### config.mk
export PLATFORM = sky130hd
export DESIGN_NAME = modular_inverse_core
export DESIGN_NICKNAME = d
export VERILOG_FILES = /design/src/hw/rtl/mi_pkg.sv /design/src/hw/rtl/modular_inverse_core.sv /design/src/hw/rtl/mi_dpath.sv /design/src/hw/rtl/mi_ctrl.sv
export SDC_FILE = /design/constraint.sdc
export NUM_CORES = 1
export LEC_CHECK = 0
export BUFFER_PORTS_ARGS = -buffer_cell sky130_fd_sc_hd__buf_2
export CORE_ASPECT_RATIO = 1.25
export CORE_MARGIN = 2
export CORE_UTILIZATION = 60
export DETAILED_ROUTE_END_ITERATION = 7
export HOLD_SLACK_MARGIN = 0.06
export PLACE_DENSITY = 0.87
export REMOVE_ABC_BUFFERS = 1
export SLEW_MARGIN = 20
export SYNTH_ARGS = -nofsm -noshare
export SYNTH_HDL_FRONTEND = slang
export SYNTH_SLANG_ARGS = --single-unit
### constraint.sdc
create_clock -name clk -period 10.3 [get_ports clk]
set_input_delay 1.03 -clock clk [delete_from_list [all_inputs] [get_ports clk]]
set_output_delay 1.03 -clock clk [all_outputs]
set_load 0.05 [all_outputs]
### src/hw/rtl/mi_pkg.sv
package mi_pkg;

  localparam int unsigned DEFAULT_WIDTH = 32;

  typedef enum logic [2:0] {
    S_IDLE,
    S_REDUCE,
    S_TEST,
    S_DIVIDE,
    S_UPDATE,
    S_FINISH
  } state_t;

  // Commands from the controller to the datapath. At most one is high per cycle.
  typedef struct packed {
    logic load;
    logic div_step;
    logic reduce_take;
    logic div_init;
    logic euclid_take;
    logic finish;
  } cmd_t;

  typedef struct packed {
    logic m_zero;
    logic r1_zero;
  } sts_t;

endpackage

### src/hw/rtl/modular_inverse_core.sv
// Modular inverse by the extended Euclidean algorithm.
// Input channel (in_valid/in_ready) takes one word: value and modulus.
// Output channel (out_valid/out_ready) returns one word per input: inverse,
// in 0 .. modulus-1, and no_inverse, set when the gcd is not 1 or the
// modulus is zero (inverse is then 0).
// One item is worked on at a time. The modulus reduction and each Euclid step
// run on the single restoring divider, which retires one quotient bit per
// cycle. A zero modulus skips the divider and goes straight to finishing.
// The result sits in an output register, so the next word is accepted as
// soon as the current one is written there, even while the receiver stalls.
// A finished item waits in the controller until the output register frees.
// Synchronous reset returns the controller to idle and drops out_valid.
module modular_inverse_core #(
  parameter int unsigned WIDTH = mi_pkg::DEFAULT_WIDTH
) (
  input  logic             clk,
  input  logic             rst,
  input  logic             in_valid,
  output logic             in_ready,
  input  logic [WIDTH-1:0] value,
  input  logic [WIDTH-1:0] modulus,
  output logic             out_valid,
  input  logic             out_ready,
  output logic [WIDTH-1:0] inverse,
  output logic             no_inverse
);

  mi_pkg::cmd_t ctl_cmd;
  mi_pkg::sts_t sts;

  mi_ctrl #(
    .WIDTH(WIDTH)
  ) u_ctrl (
    .clk      (clk),
    .rst      (rst),
    .in_valid (in_valid),
    .in_ready (in_ready),
    .out_valid(out_valid),
    .out_ready(out_ready),
    .cmd      (ctl_cmd),
    .sts      (sts)
  );

  mi_dpath #(
    .WIDTH(WIDTH)
  ) u_dpath (
    .clk       (clk),
    .value     (value),
    .modulus   (modulus),
    .cmd       (ctl_cmd),
    .sts       (sts),
    .inverse   (inverse),
    .no_inverse(no_inverse)
  );

endmodule

### src/hw/rtl/mi_dpath.sv
module mi_dpath #(
  parameter int unsigned WIDTH = mi_pkg::DEFAULT_WIDTH
) (
  input  logic             clk,
  input  logic [WIDTH-1:0] value,
  input  logic [WIDTH-1:0] modulus,
  input  mi_pkg::cmd_t     cmd,
  output mi_pkg::sts_t     sts,
  output logic [WIDTH-1:0] inverse,
  output logic             no_inverse
);

  logic [WIDTH-1:0] m;
  logic [WIDTH-1:0] r0;
  logic [WIDTH-1:0] r1;
  logic [WIDTH-1:0] u0;
  logic [WIDTH-1:0] u1;
  logic             par;

  // Restoring divider state: dividend shifts out MSB first into the partial
  // remainder; acc builds quotient * u1 one quotient bit at a time.
  logic [WIDTH-1:0] dvd;
  logic [WIDTH-1:0] dvs;
  logic [WIDTH-1:0] rem;
  logic [WIDTH-1:0] acc;

  logic [WIDTH:0]   sh;
  logic [WIDTH:0]   diff;
  logic             geq;
  logic [WIDTH-1:0] rem_step;
  logic [WIDTH-1:0] acc_step;

  logic [WIDTH-1:0] u0_red;
  logic             fail;
  logic [WIDTH-1:0] inv_calc;

  always_comb begin
    sh       = {rem, dvd[WIDTH-1]};
    geq      = (sh >= {1'b0, dvs});
    diff     = sh - {1'b0, dvs};
    rem_step = geq ? diff[WIDTH-1:0] : sh[WIDTH-1:0];
    // The true product quotient * u1 never exceeds the modulus, so WIDTH bits hold it.
    acc_step = {acc[WIDTH-2:0], 1'b0} + (geq ? u1 : '0);
  end

  always_comb begin
    u0_red = (u0 == m) ? '0 : u0;
    fail   = sts.m_zero || (r0 != WIDTH'(1));
    // Coefficient signs alternate, so an even step count means a negative coefficient.
    if (par || (u0_red == '0)) begin
      inv_calc = u0_red;
    end else begin
      inv_calc = m - u0_red;
    end
  end

  assign sts.m_zero  = (m == '0);
  assign sts.r1_zero = (r1 == '0);

  always_ff @(posedge clk) begin
    if (cmd.load) begin
      m   <= modulus;
      dvd <= value;
      dvs <= modulus;
      rem <= '0;
      acc <= '0;
    end else if (cmd.div_step) begin
      dvd <= {dvd[WIDTH-2:0], 1'b0};
      rem <= rem_step;
      acc <= acc_step;
    end else if (cmd.reduce_take) begin
      r0  <= m;
      r1  <= rem;
      u0  <= '0;
      u1  <= WIDTH'(1);
      par <= 1'b0;
    end else if (cmd.div_init) begin
      dvd <= r0;
      dvs <= r1;
      rem <= '0;
      acc <= '0;
    end else if (cmd.euclid_take) begin
      r0  <= r1;
      r1  <= rem;
      u0  <= u1;
      u1  <= u0 + acc;
      par <= ~par;
    end else if (cmd.finish) begin
      no_inverse <= fail;
      inverse    <= fail ? '0 : inv_calc;
    end
  end

endmodule

### src/hw/rtl/mi_ctrl.sv
module mi_ctrl #(
  parameter int unsigned WIDTH = mi_pkg::DEFAULT_WIDTH
) (
  input  logic         clk,
  input  logic         rst,
  input  logic         in_valid,
  output logic         in_ready,
  output logic         out_valid,
  input  logic         out_ready,
  output mi_pkg::cmd_t cmd,
  input  mi_pkg::sts_t sts
);

  localparam int unsigned CW = (WIDTH > 1) ? $clog2(WIDTH) : 1;

  mi_pkg::state_t state;
  mi_pkg::state_t state_next;
  logic [CW-1:0]  cnt;
  logic [CW-1:0]  cnt_next;
  logic           out_valid_next;
  // The first update after the reduction seeds the Euclid registers instead of
  // advancing them; a flag tells the two apart.
  logic           first_upd;

  always_ff @(posedge clk) begin
    if (rst) begin
      state     <= mi_pkg::S_IDLE;
      cnt       <= '0;
      out_valid <= 1'b0;
    end else begin
      state     <= state_next;
      cnt       <= cnt_next;
      out_valid <= out_valid_next;
    end
  end

  always_ff @(posedge clk) begin
    if (rst) begin
      first_upd <= 1'b0;
    end else if (cmd.load) begin
      first_upd <= 1'b1;
    end else if (state == mi_pkg::S_UPDATE) begin
      first_upd <= 1'b0;
    end
  end

  always_comb begin
    state_next     = state;
    cnt_next       = cnt;
    cmd            = '0;
    in_ready       = 1'b0;
    out_valid_next = out_valid && !out_ready;
    unique case (state)
      mi_pkg::S_IDLE: begin
        in_ready = 1'b1;
        if (in_valid) begin
          cmd.load   = 1'b1;
          cnt_next   = CW'(WIDTH - 1);
          state_next = mi_pkg::S_REDUCE;
        end
      end
      mi_pkg::S_REDUCE: begin
        if (sts.m_zero) begin
          state_next = mi_pkg::S_FINISH;
        end else begin
          cmd.div_step = 1'b1;
          cnt_next     = cnt - CW'(1);
          if (cnt == '0) begin
            state_next = mi_pkg::S_UPDATE;
          end
        end
      end
      mi_pkg::S_UPDATE: begin
        if (first_upd) begin
          cmd.reduce_take = 1'b1;
        end else begin
          cmd.euclid_take = 1'b1;
        end
        state_next = mi_pkg::S_TEST;
      end
      mi_pkg::S_TEST: begin
        if (sts.r1_zero) begin
          state_next = mi_pkg::S_FINISH;
        end else begin
          cmd.div_init = 1'b1;
          cnt_next     = CW'(WIDTH - 1);
          state_next   = mi_pkg::S_DIVIDE;
        end
      end
      mi_pkg::S_DIVIDE: begin
        cmd.div_step = 1'b1;
        cnt_next     = cnt - CW'(1);
        if (cnt == '0) begin
          state_next = mi_pkg::S_UPDATE;
        end
      end
      mi_pkg::S_FINISH: begin
        if (!out_valid || out_ready) begin
          cmd.finish     = 1'b1;
          out_valid_next = 1'b1;
          state_next     = mi_pkg::S_IDLE;
        end
      end
      default: begin
        state_next = mi_pkg::S_IDLE;
      end
    endcase
  end

  assert property (@(posedge clk) disable iff (rst)
    cmd.finish |-> (!out_valid || out_ready))
    else $error("result register overwritten while a word is pending");

  assert property (@(posedge clk) disable iff (rst)
    $onehot0({cmd.load, cmd.div_step, cmd.reduce_take, cmd.div_init,
              cmd.euclid_take, cmd.finish}))
    else $error("more than one datapath command in a cycle");

  assert property (@(posedge clk) disable iff (rst)
    (state == mi_pkg::S_DIVIDE) && (cnt == '0) |=> (state == mi_pkg::S_UPDATE))
    else $error("divider did not hand over to the update");

  assert property (@(posedge clk) disable iff (rst)
    (in_valid && in_ready) |=> (state == mi_pkg::S_REDUCE))
    else $error("accepted word did not start the reduction");

endmodule

==> results of run 1 <==
cells by family after synthesis:
kind of cell / count (synthesis) / synth area share, %
AOI/OAI and AO/OA: 483 / 15.9
xor gates and xnor gates: 130 / 5.84
adders and majority gates: 129 / 8.33
muxes: 85 / 4.72
DFF: 332 / 46.8
and+or+nand+nor: 638 / 15.7
buffers and inverters: 135 / 2.74
layout make-up:
| cell class | instances | area (µm²) |
|---|---|---|
| fill | 2462 | 10800 |
| multi-input combinational | 1465 | 10000 |
| sequential | 332 | 9230 |
| clock buffer | 49 | 1010 |
| timing repair buffer | 115 | 608 |
| tap | 418 | 523 |
| inverter | 63 | 239 |
| clock inverter | 14 | 139 |
| antenna | 1 | 2.50 |
worst max-delay path, delay by kind of cell (launching register included):
kind | cells | cell delay (ns)
DFF | 1 | 0.34
xor gates and xnor gates | 1 | 0.25
adders and majority gates | 3 | 1.00
and+or+nand+nor | 3 | 0.78
AOI/OAI and AO/OA | 16 | 3.85
power groups by stage:
stage          Sequential, W  Clock (W)  Combinational [W]
6_report             0.00182    0.00129            0.00169
5_1_grt              0.00184    0.00135            0.00187
4_1_cts              0.00182    0.00129            0.00167
3_5_place_dp         0.00185          0            0.00164
3_3_place_gp         0.00183          0            0.00158
2_1_floorplan        0.00179          0            0.00129
registers in the layout (all words and copies together) (netlist names):
signal / flops
u_dpath.no_inverse: 1
u_dpath.r0: 32
u_dpath.dvd: 32
u_ctrl.first_upd: 1
u_dpath.m: 32
u_ctrl.cnt: 5
u_dpath.inverse: 32
u_dpath.u1: 32
u_dpath.dvs: 32
u_dpath.r1: 32
u_dpath.acc: 32
u_ctrl.out_valid: 1
u_ctrl.state: 3
u_dpath.u0: 32
u_dpath.rem: 32
u_dpath.par: 1
placed cells by master, fill, tap and decap left out, types with 29 or more instances in the layout:
master,count
a21o_1,58
xor2_1,39
xnor2_1,90
nor4_1,40
a22oi_1,34
inv_1,61
a21oi_1,117
buf_2,102
dfxtp_1,74
clkbuf_16,37
edfxtp_1,258
ha_1,125
nand2b_1,29
nand2_1,198
and2_1,43
nor2b_1,56
o21ai_0,108
nor2_1,144
mux2_2,65
through the flow:
| stage | cells | power, W |
|---|---|---|
| final | 2457 | 0.00480 |
| after global placement | 2393 | 0.00341 |
| after detailed placement | 2393 | 0.00348 |
| after global routing | 2456 | 0.00505 |
| after floorplan | 1860 | 0.00308 |
| after CTS | 2456 | 0.00478 |
routing by layer:
layer	vias to the layer above	global-route usage [%]	share of wire, %
li1	7265	-	-
met4	0	15.7	5.4
met2	804	51.6	48
met3	185	5.36	8.0
met5	-	0	0
met1	7641	38.2	39
how the worst min path moves through the flow:
stage,slack [ns],startpoint,endpoint,depth (start not counted)
finish,0.47,u_dpath.rem[31],u_dpath.r1[31],0
global route,0.50,u_dpath.rem[14],u_dpath.r1[14],0
CTS,0.47,u_dpath.rem[31],u_dpath.r1[31],0
detailed placement,0.45,u_dpath.rem[31],u_dpath.r1[31],0
global placement,0.44,u_dpath.rem[31],u_dpath.r1[31],0
floorplan,0.43,u_dpath.rem[31],u_dpath.r1[31],0
==> results_dict.tcl, run 1 <==
set metrics [dict create \
    crit_required_ns 10.73 \
    fin_setup_tns_ns 0 \
    worstMarginPinSlew_ns 1.12 \
    synth_cell_types 74 \
    yosys.area.top_type "edfxtp_1" \
    fmax_ghz 0.158 \
    cp-startpoint "u_dpath.rem[1]" \
    io_pins 103 \
    routedWlPerCell_um 21.9 \
    vias 15900 \
    endpoint "u_dpath.acc[31]" \
    r2r_start "u_dpath.rem[1]" \
    hpwlAfterDp_mm 37.7 \
    crit_fanout 11 \
    clk_pin_slew_ns 0.06 \
    synthCells 1932 \
    crit_type "reg2reg" \
    nets 2209 \
    r2r-end "u_dpath.acc[31]" \
    dp_slack_ns 4.10 \
    clk_latency_ns 0.55 \
    crit_chain "ha_1, o21ai_0, a21oi_1, nor4_1, o31a_1, o21ai_2, a221o_1, a21oi_1, o21ai_4, and2_1, ha_1, fa_1, a211oi_1, o21ai_0, a21oi_1, o21ai_1, a311oi_1, nor2_1, a311oi_2, o221ai_1, a21oi_1, xor3_1, a22o_1" \
    finalSetupViolCount 0 \
    p_sw_share_pct 35.3 \
    cts_tree "done" \
    rsz0062_at_grt "no" \
    fin_ws_ns 3.96 \
    seqPwrFrac_pct 38.0 \
    cts-root-buf "clkbuf_16" \
    pwr-share-comb_pct 35.2 \
    die_w_um 166 \
    slew_viol_final 0 \
    synth.area.top_cells "edfxtp_1 (39%), ha_1 (7.9%), dfxtp_1 (7.5%)" \
    track_usage_pct 30.6 \
    postLayoutCellArea_um2 21800 \
    skew_ns 0.0242 \
    min_path_type "reg2reg" \
    status "completed" \
    reg2reg_slack_ns 3.96 \
    ant_nets 0 \
    overflow 0 \
    syn2layout_area_growth_pct 10.3 \
    cellPowerDensity_nw_per_um2 221 \
    drive_above_1_share_pct 12.9 \
    cts_sinks 332 \
    first_pass_iters 8 \
    via_per_inst 6.47 \
    cts_hold_buf 0 \
    ys_warn_count 0 \
    cts_repair_resize_count 0 \
    reg2reg_depth 23 \
    drcViolationCount 0 \
    grt_max_degree 68 \
    syn_avg_cell_area_um2 10.2 \
    synth-seq-area-share_pct 46.8 \
    start_util_pct 60.6 \
    place.gp.congestion 0.980 \
    power.internal_w 0.00311 \
    drv_cap 0 \
    cts_setup_buffers 0 \
    crit_path_top_delay_cell "a211oi_1" \
    post-route-period-util_pct 61.5 \
    drt_iter0_drc 1701 \
    synth-edff-count 258 \
    fin_crit_ns 6.34 \
    grt_pass1_vias 15400 \
    netlist.area_leader.share_pct 39.2 \
    finalHoldViolCount 0 \
    p_clk_share_pct 26.9 \
    clockBufferDepth 3 \
    slew_headroom_pct 25.3 \
    synth.top_cells.by_count "edfxtp_1 (258), nand2_1 (198), nor2_1 (146), ha_1 (125), a21oi_1 (118)" \
    cts_max_level 2 \
    cp_slowest_stage_delay_ns 0.45 \
    worst_path_most_repeated_cell "a21oi_1" \
    hold_slack_ns 0.473 \
    irDropWorstVdd_uv 196 \
    num_rows 74 \
    syn_area_um2 19700 \
    critPathCaptureType "flip-flop" \
    port_buffers 102 \
    cts_buffers 35 \
    ys_seq_elements 332 \
    fp.dieArea_um2 34400 \
    p_switching_w 0.00170 \
    finalWirelength_mm 53.8 \
    coreArea_um2 32600 \
    antenna_found_initial 0 \
    die_h_um 207 \
    ys.flop_type "edfxtp_1" \
    synth_most_common_cell "edfxtp_1" \
    grt_pass1_wl_mm 83.1 \
    p_leak_nw 8.70 \
    cp_data_arrival_time_ns 6.76 \
    postPlaceCellArea_um2 20600 \
    worstSetupStartpointType "flip-flop" \
    fin_util_pct 66.8 \
    ys_async_sr_fraction_pct 0 \
]
No activity file was read; power rests on OpenSTA's default activity.
==> inputs of run 2 (changes only) <==
==> constraint.sdc (replaced) <==
create_clock -name clk -period 6.1 [get_ports clk]
set_input_delay 0.61 -clock clk [delete_from_list [all_inputs] [get_ports clk]]
set_output_delay 0.61 -clock clk [all_outputs]
set_load 0.05 [all_outputs]
==> results_dict.tcl, run 2 (synthesized netlist as in run 1, its figures left out) <==
set metrics [dict create \
    status "completed" \
    crit_required_ns 6.53 \
    seq_area_um2 9230 \
    cts-root-buf "clkbuf_16" \
    slew_headroom_pct 37.8 \
    final_common_cell "edfxtp_1" \
    grt_pass1_wl_mm 82.1 \
    vias 15800 \
    port_buffers 102 \
    finalWirelength_mm 53.0 \
    die_h_um 207 \
    fin_crit_ns 5.71 \
    nets 2217 \
    drt_iter0_drc 1547 \
    worstMarginPinSlew_ns 0.934 \
    clk_pin_slew_ns 0.06 \
    routedWlPerCell_um 21.5 \
    grt_max_degree 67 \
    cp_slowest_stage_delay_ns 0.45 \
    antenna_cells 0 \
    crit_type "reg2reg" \
    io_pins 103 \
    drv_cap 0 \
    antenna_found_initial 0 \
    cts_tree "done" \
    finalHoldViolCount 0 \
    coreArea_um2 32600 \
    worstSetupStartpointType "flip-flop" \
    skew_ns 0.0275 \
    p_leak_nw 8.76 \
    cts_sinks 332 \
    crit_chain "inv_1, ha_1, a41oi_1, o21ai_0, a21oi_1, o31a_1, o21ai_2, a221o_1, a21oi_2, o21ai_4, and2_1, ha_1, fa_1, a211oi_2, o21ai_0, a21oi_2, o21ai_1, a311oi_1, nor2_1, a311oi_2, o221ai_1, a21oi_1, xor3_1, a22o_1" \
    critPathCaptureType "flip-flop" \
    fin_util_pct 67.2 \
    cts_max_level 2 \
    drcViolationCount 0 \
    clockBufferDepth 3 \
    fin_ws_ns 0.391 \
    via_per_inst 6.40 \
    min_path_type "in2reg" \
    fin_setup_tns_ns 0 \
    num_rows 74 \
    place.gp.congestion 0.954 \
    overflow 0 \
    multi_input_area_um2 10000 \
    cts_hold_buf 0 \
    slew_viol_final 0 \
    cts_buffers 35 \
    irDropWorstVdd_uv 288 \
    first_pass_iters 6 \
    finalSetupViolCount 0 \
    post-route-period-util_pct 93.6 \
    drive_above_1_share_pct 13.4 \
    ant_nets 0 \
    clk_latency_ns 0.56 \
    grt_pass1_vias 15300 \
    die_w_um 166 \
    track_usage_pct 30.2 \
    fmax_ghz 0.175 \
    fp.dieArea_um2 34400 \
    hpwlAfterDp_mm 37.7 \
    crit_path_top_delay_cell "fa_1" \
    cellPowerDensity_nw_per_um2 375 \
    final_cell_mix "edfxtp_1 (258), nand2_1 (198), nor2_1 (144)" \
    start_util_pct 60.6 \
    nFillCells 2458 \
    dp_slack_ns 0.221 \
    cp_data_arrival_time_ns 6.13 \
    crit_fanout 11 \
    syn2layout_area_growth_pct 11.0 \
]
run 2: critical path: cells and delay by family, from the launching register on:
kind | cells | cell delay (ns)
AO/OA/AOI/OAI | 17 | 3.61
XOR/XNOR | 1 | 0.23
adder cells (fa/ha/maj) | 3 | 1.01
buffers and inverters | 1 | 0.05
flip-flops | 1 | 0.33
AND/OR/NAND/NOR | 2 | 0.36
run 2: path summary, 6_finish.rpt:
kind | depth (start not counted) | end | slack (ns) | start
worst max-delay path | 24 | u_dpath.acc[31] | 0.39 | u_dpath.dvs[8]
worst min-delay path | 1 | u_dpath.m[19] | 0.24 | modulus[19]
worst max register to register | 24 | u_dpath.acc[31] | 0.39 | u_dpath.dvs[8]
worst min register to register | 0 | u_dpath.r1[31] | 0.48 | u_dpath.rem[31]
run 2: area by class of cell:
cell class	count	share of cell area, %
Timing Repair Buffer	123	3.14
Sequential cell	332	42.1
Clock buffer	50	4.53
Clock inverter	14	1.00
Inverter	63	1.09
Tap cell	418	2.39
Multi-Input combinational cell	1465	45.7
run 2: repair_timing:
action | 4_1_cts | 5_1_grt
setup buffers | 0 | 1
resized for setup | 0 | 3
endpoints found under the setup margin | 0 | 2
run 2: through the flow:
step	power [W]	hold WS, ns	instance area, µm²	cells
2_1_floorplan	0.00521	0.431	19400	1860
3_3_place_gp	0.00578	0.442	20700	2399
3_5_place_dp	0.00590	0.458	20700	2399
4_1_cts	0.00817	0.232	21900	2463
5_1_grt	0.00864	0.239	21900	2465
6_report	0.00821	0.243	21900	2465
run 2: where the power goes:
group | switching [W] | leakage (nW) | total, W | internal [W]
Clock | 0.000944 | 0.580 | 0.00227 | 0.00132
Sequential | 0.000257 | 3.01 | 0.00307 | 0.00281
Combinational | 0.00167 | 5.17 | 0.00287 | 0.00121
Total | 0.00287 | 8.76 | 0.00821 | 0.00534
run 2: routing by layer:
metal	share of wire [%]	up-vias	track usage, %	wire (µm)
met2	47	785	50.5	24900
met5	0	-	0	0
met4	5.4	0	15.0	2870
met1	40	7548	39.1	21400
li1	-	7279	-	-
met3	7.3	169	4.02	3880
